File: src/design/scatter_rgbwt_accumulator_macros.svh
// Assertion macros for the scatter RGBWT accumulator; they sample on clk and are off in reset.
`ifndef SCATTER_RGBWT_ACCUMULATOR_MACROS_SVH
`define SCATTER_RGBWT_ACCUMULATOR_MACROS_SVH

// The consequent must hold in the same cycle as the antecedent.
`define SRGBWT_ASSERT_SAME(label, ante, cons, msg) \
    label: assert property (@(posedge clk) disable iff (!rst_n) (ante) |-> (cons)) \
        else $error(msg);

// The consequent must hold in the cycle after the antecedent.
`define SRGBWT_ASSERT_NEXT(label, ante, cons, msg) \
    label: assert property (@(posedge clk) disable iff (!rst_n) (ante) |=> (cons)) \
        else $error(msg);

`endif

File: src/design/srgbwt_pkg.sv
// Shared types and constants for the scatter RGBWT accumulator.
package srgbwt_pkg;

    localparam int COORD_W         = 32;
    localparam int GRID_W          = 9;
    localparam int COLOR_BITS      = 16;
    localparam int SUM_BITS        = 40;
    localparam int TRANS_W         = COLOR_BITS + 1;
    localparam int GRID_PIXELS_DEF = 65536;
    localparam int APB_DATA_W      = 32;
    localparam int REG_ADDR_W      = 5;
    localparam int REG_IDX_W       = 3;

    // Transmittance of 1.0.
    localparam logic [TRANS_W-1:0] UNITY = {1'b1, {COLOR_BITS{1'b0}}};

    // Register indexes, at byte address four times the index.
    localparam logic [REG_IDX_W-1:0] REG_X_ORIGIN    = 3'd0;
    localparam logic [REG_IDX_W-1:0] REG_X_SCALE     = 3'd1;
    localparam logic [REG_IDX_W-1:0] REG_Y_ORIGIN    = 3'd2;
    localparam logic [REG_IDX_W-1:0] REG_Y_SCALE     = 3'd3;
    localparam logic [REG_IDX_W-1:0] REG_GRID_WIDTH  = 3'd4;
    localparam logic [REG_IDX_W-1:0] REG_GRID_HEIGHT = 3'd5;

    // Register reset values.
    localparam logic [COORD_W-1:0] ORIGIN_RST = 32'h0000_0000;
    localparam logic [COORD_W-1:0] SCALE_RST  = 32'h0001_0000;
    localparam logic [GRID_W-1:0]  GRID_RST   = 9'd256;

    typedef struct packed {
        logic [COORD_W-1:0] x_origin;
        logic [COORD_W-1:0] x_scale;
        logic [COORD_W-1:0] y_origin;
        logic [COORD_W-1:0] y_scale;
        logic [GRID_W-1:0]  grid_width;
        logic [GRID_W-1:0]  grid_height;
    } cfg_t;

    typedef struct packed {
        logic [SUM_BITS-1:0] red_sum;
        logic [SUM_BITS-1:0] green_sum;
        logic [SUM_BITS-1:0] blue_sum;
        logic [SUM_BITS-1:0] weight_sum;
        logic [TRANS_W-1:0]  trans;
    } pixel_entry_t;

    localparam int ENTRY_W = $bits(pixel_entry_t);

    localparam pixel_entry_t ENTRY_RST = '{
        red_sum:    '0,
        green_sum:  '0,
        blue_sum:   '0,
        weight_sum: '0,
        trans:      UNITY
    };

endpackage

File: src/design/srgbwt_apb_regs.sv
// APB configuration registers of the scatter RGBWT accumulator.
module srgbwt_apb_regs (
    input  logic                                clk,
    input  logic                                rst_n,
    input  logic                                psel,
    input  logic                                penable,
    input  logic                                pwrite,
    input  logic [srgbwt_pkg::REG_ADDR_W-1:0]   paddr,
    input  logic [srgbwt_pkg::APB_DATA_W-1:0]   pwdata,
    output logic [srgbwt_pkg::APB_DATA_W-1:0]   prdata,
    output srgbwt_pkg::cfg_t                    cfg
);
    import srgbwt_pkg::*;

    cfg_t                 cfg_reg;
    logic [REG_IDX_W-1:0] reg_idx;
    logic                 wr_en;

    assign reg_idx = paddr[REG_ADDR_W-1:2];
    assign wr_en   = psel && penable && pwrite;
    assign cfg     = cfg_reg;

    // Register writes in the access phase.
    always_ff @(posedge clk or negedge rst_n)
    begin
        if (!rst_n)
        begin
            cfg_reg.x_origin    <= ORIGIN_RST;
            cfg_reg.x_scale     <= SCALE_RST;
            cfg_reg.y_origin    <= ORIGIN_RST;
            cfg_reg.y_scale     <= SCALE_RST;
            cfg_reg.grid_width  <= GRID_RST;
            cfg_reg.grid_height <= GRID_RST;
        end
        else if (wr_en)
        begin
            case (reg_idx)
                REG_X_ORIGIN:    cfg_reg.x_origin    <= pwdata;
                REG_X_SCALE:     cfg_reg.x_scale     <= pwdata;
                REG_Y_ORIGIN:    cfg_reg.y_origin    <= pwdata;
                REG_Y_SCALE:     cfg_reg.y_scale     <= pwdata;
                REG_GRID_WIDTH:  cfg_reg.grid_width  <= pwdata[GRID_W-1:0];
                REG_GRID_HEIGHT: cfg_reg.grid_height <= pwdata[GRID_W-1:0];
                default:         ;
            endcase
        end
    end

    // Read-back multiplexer; unused addresses read as zero.
    always_comb
    begin
        case (reg_idx)
            REG_X_ORIGIN:    prdata = cfg_reg.x_origin;
            REG_X_SCALE:     prdata = cfg_reg.x_scale;
            REG_Y_ORIGIN:    prdata = cfg_reg.y_origin;
            REG_Y_SCALE:     prdata = cfg_reg.y_scale;
            REG_GRID_WIDTH:  prdata = APB_DATA_W'(cfg_reg.grid_width);
            REG_GRID_HEIGHT: prdata = APB_DATA_W'(cfg_reg.grid_height);
            default:         prdata = '0;
        endcase
    end

endmodule

File: config.mk
export PLATFORM = sky130hd
export DESIGN_NAME = srgbwt_apb_regs
export DESIGN_NICKNAME = d
export VERILOG_FILES = /design/src/design/scatter_rgbwt_accumulator_macros.svh /design/src/design/srgbwt_pkg.sv /design/src/design/srgbwt_apb_regs.sv
export SDC_FILE = /design/constraint.sdc
export NUM_CORES = 1
export LEC_CHECK = 0
export BUFFER_PORTS_ARGS = -buffer_cell sky130_fd_sc_hd__buf_2
export CAP_MARGIN = 20
export CORE_ASPECT_RATIO = 0.9
export CORE_UTILIZATION = 51
export CTS_CLUSTER_DIAMETER = 120
export DETAILED_ROUTE_END_ITERATION = 12
export GPL_TIMING_DRIVEN = 1
export PLACE_DENSITY = 0.91
export SLEW_MARGIN = 25
export SYNTH_ARGS = -nofsm -noshare
export SYNTH_HDL_FRONTEND = slang
export SYNTH_SLANG_ARGS = --single-unit
File: constraint.sdc
create_clock -name clk -period 1.85 [get_ports clk]
set_clock_uncertainty 0.1 [all_clocks]
set_input_delay 0.2775 -clock clk [delete_from_list [all_inputs] [get_ports clk]]
set_output_delay 0.2775 -clock clk [all_outputs]
set_load 0.005 [all_outputs]
==> impl_metrics.csv <==
group,metric,value,unit
power_and_ir_drop,power.leakage,4.94,nW
logic_synthesis,ys_ff_latch,146,
sta,slew_viol_final,0,
place,gp_congestion,0.870,
global_route,grt_pass1_wl,29900,µm
logic_synthesis,synth_top_area_cell,"dfrtp_1",
clocking,root_buffer,"clkbuf_16",
global_route,gr-total-overflow,0,
clocking,path_clk_slew,60,ps
detailed_routing,vias,5214,
finish,largest_register_ffs,146,
power_and_ir_drop,ir_worst_vdd,1.14,mV
finish,antenna_cells,0,
finish,fill_cells,711,
clocking,clockBufferDepth,2,
logic_synthesis,yosys-top-cells-area,"dfrtp_1, mux2_2, mux4_2",
sta,setup-tns-final,-1890,ps
sta,hold_viol,0,
global_route,grt_usage,29.4,%
finish,fin_nets,784,
logic_synthesis,synth_area,6680,µm²
setup_path,cp-start-kind,"flop",
setup_path,critPathKind,"reg -> out",
sta,maxSlewHeadroom,74.2,%
setup_path,critPathRequiredTime,1470,ps
detailed_routing,viasPerCell,5.67,
sta,worstMarginPinSlew,387,ps
global_route,grt_pass1_vias,5576,
logic_synthesis,synthCells,435,
detailed_routing,wl_per_cell,21.7,µm
setup_path,r2r-start,"cfg[105]",
sta,fmax,508,MHz
sta,setup_slack,-119,ps
finish,instances_no_fill,919,
run_status,violations,"negative setup slack",
clocking,numCtsBuffers,17,
setup_path,crit_fanout,3,
power_and_ir_drop,power_density,1140,nW/µm²
setup_path,critPathArrivalTime,1590,ps
logic_synthesis,synth.most_common_cell,"dfrtp_1",
logic_synthesis,synth_top_cell_area_share,53.2,%
logic_synthesis,synth_compound_area_share,2.58,%
logic_synthesis,async_flop_share,100,%
logic_synthesis,ys_seq_area_share,54.8,%
detailed_routing,drt-initial-drc-count,375,
sta,finalSetupViolations,27,
floorplanning,rows,39,
place,io_buffers,217,
global_route,grt_max_degree,53,
floorplanning,die_h,111,µm
sta,fin_crit,1970,ps
place,dp_cells,819,
logic_synthesis,syn_avg_cell_area,15.4,µm²
sta,period_share,106,%
floorplanning,io_pins,220,
clocking,insertion_delay,420,ps
logic_synthesis,synthXorXnorAreaFrac,0,%
worst_hold_path,hold_path_startpoint,"pwdata[29]",
logic_synthesis,muxShareOfSynthArea,35.4,%
finish,area_growth,43.9,%
floorplanning,die_width,123,µm
logic_synthesis,synth.distinct_cells,31,
detailed_routing,drcViolationCount,0,
place,place_hpwl,12100,µm
logic_synthesis,synthFlopType,"dfrtp_1",
clocking,cts.sinks,146,
finish,post-route-util,75.5,%
finish,drive_above_1_share,68.9,%
worst_hold_path,worstHoldPathType,"in -> reg",
detailed_routing,totalWireLength,19900,µm
run_status,status,"finished with violations",
setup_path,crit_path_end_kind,"primary output",
place,place_ws,-5.78,ps
detailed_routing,dr.pass1.iters,5,
clocking,htreeDepth,4,
logic_synthesis,synthAdderAreaFrac,0,%
sta,rsz0062_at_grt,"true",
job,max_cap_viol_count,0,
floorplanning,dieArea,13600,µm²
power_and_ir_drop,total_power,10.9,mW
floorplanning,core,12700,µm²
floorplanning,start_util,52.5,%
logic_synthesis,ys.warnings.count,0,
clocking,cts_tree,"done",
logic_synthesis,synth_edf_count,0,
global_route,antenna_found_initial,0,
logic_synthesis,syn_nets,477,
setup_path,cp-startpoint,"cfg[12]",
logic_synthesis,synthTopCellsByCount,"dfrtp_1, mux2_2, mux2_1",
logic_synthesis,synthSimpleGateAreaFrac,4.42,%
logic_synthesis,synth_top_family_by_area,"multiplexers",
detailed_routing,ant_nets,0,
power breakdown:
group / internal (mW) / switching (mW)
sequential: 3.83 / 0.478
clock: 2.53 / 1.31
combinational: 1.69 / 1.08
total: 8.05 / 2.87
cell families (layout without fill, tap and decap cells):
family | after synthesis | count (layout)
buffers and inverters | 30 | 350
muxes | 187 | 187
DFF | 146 | 146
and+or+nand+nor | 46 | 46
AOI/OAI and AO/OA | 26 | 26
placed cells by master, fill, tap and decap left out, types with 6 or more instances in the layout:
master	instances
nor2b_1	9
clkbuf_16	18
mux2_1	36
nor2b_4	15
buf_2	212
nand2_1	6
buf_12	15
buf_4	79
buf_6	6
mux4_2	24
mux2_2	117
dfrtp_1	142
mux2i_1	8
repair_timing:
item,4_1_cts,5_1_grt
gates cloned,0,1
setup buffers,46,19
pin swaps,1,2
setup endpoints to repair,28,32
hold buffers,2,0
gates resized for setup,11,31
hold endpoints to repair,34,0
critical path, cell delays in order, from the launching register on:
cell,delay [ps]
dfrtp_1,400
mux4_2,480
a22o_1,190
buf_2,120
layer usage:
metal  global-route usage, %  vias to the layer above  wire length [µm]
met5                       0                        -                 0
met4                    10.2                        0               307
met3                    8.83                       31              1480
met2                    50.1                      266             10400
met1                    34.9                     2700              7770
li1                        -                     2217                 -
cell type report:
| class | count | area (µm²) | area share (%) |
|---|---|---|---|
| well taps | 164 | 205 | 2.13 |
| clock buffers | 22 | 484 | 5.04 |
| inverters | 1 | 3.75 | 0.0390 |
| clock inverters | 10 | 178 | 1.85 |
| repair buffers | 317 | 2090 | 21.7 |
| flip-flops and latches | 146 | 3660 | 38.1 |
| multi-input cells | 259 | 2990 | 31.1 |
final timing paths:
kind | end | slack (ps) | depth (start not counted)
setup / recovery | prdata[3] | -120 | 3
hold / removal | cfg[47] | 10 | 2
setup reg to reg | cfg[105] | 660 | 3
hold reg to reg | cfg[24] | 420 | 1
max in group asynchronous | cfg[142] | 800 | 3
min in group asynchronous | cfg[15] | 240 | 2
metrics by stage:
step,hold slack (ps),cell area [µm²]
after global placement,99.3,8210
after CTS,2.05,9290
after global routing,12.4,9610
after floorplan,-118,6680
after detailed placement,113,8210
final,14.0,9610
No activity file was read; power rests on OpenSTA's default activity.
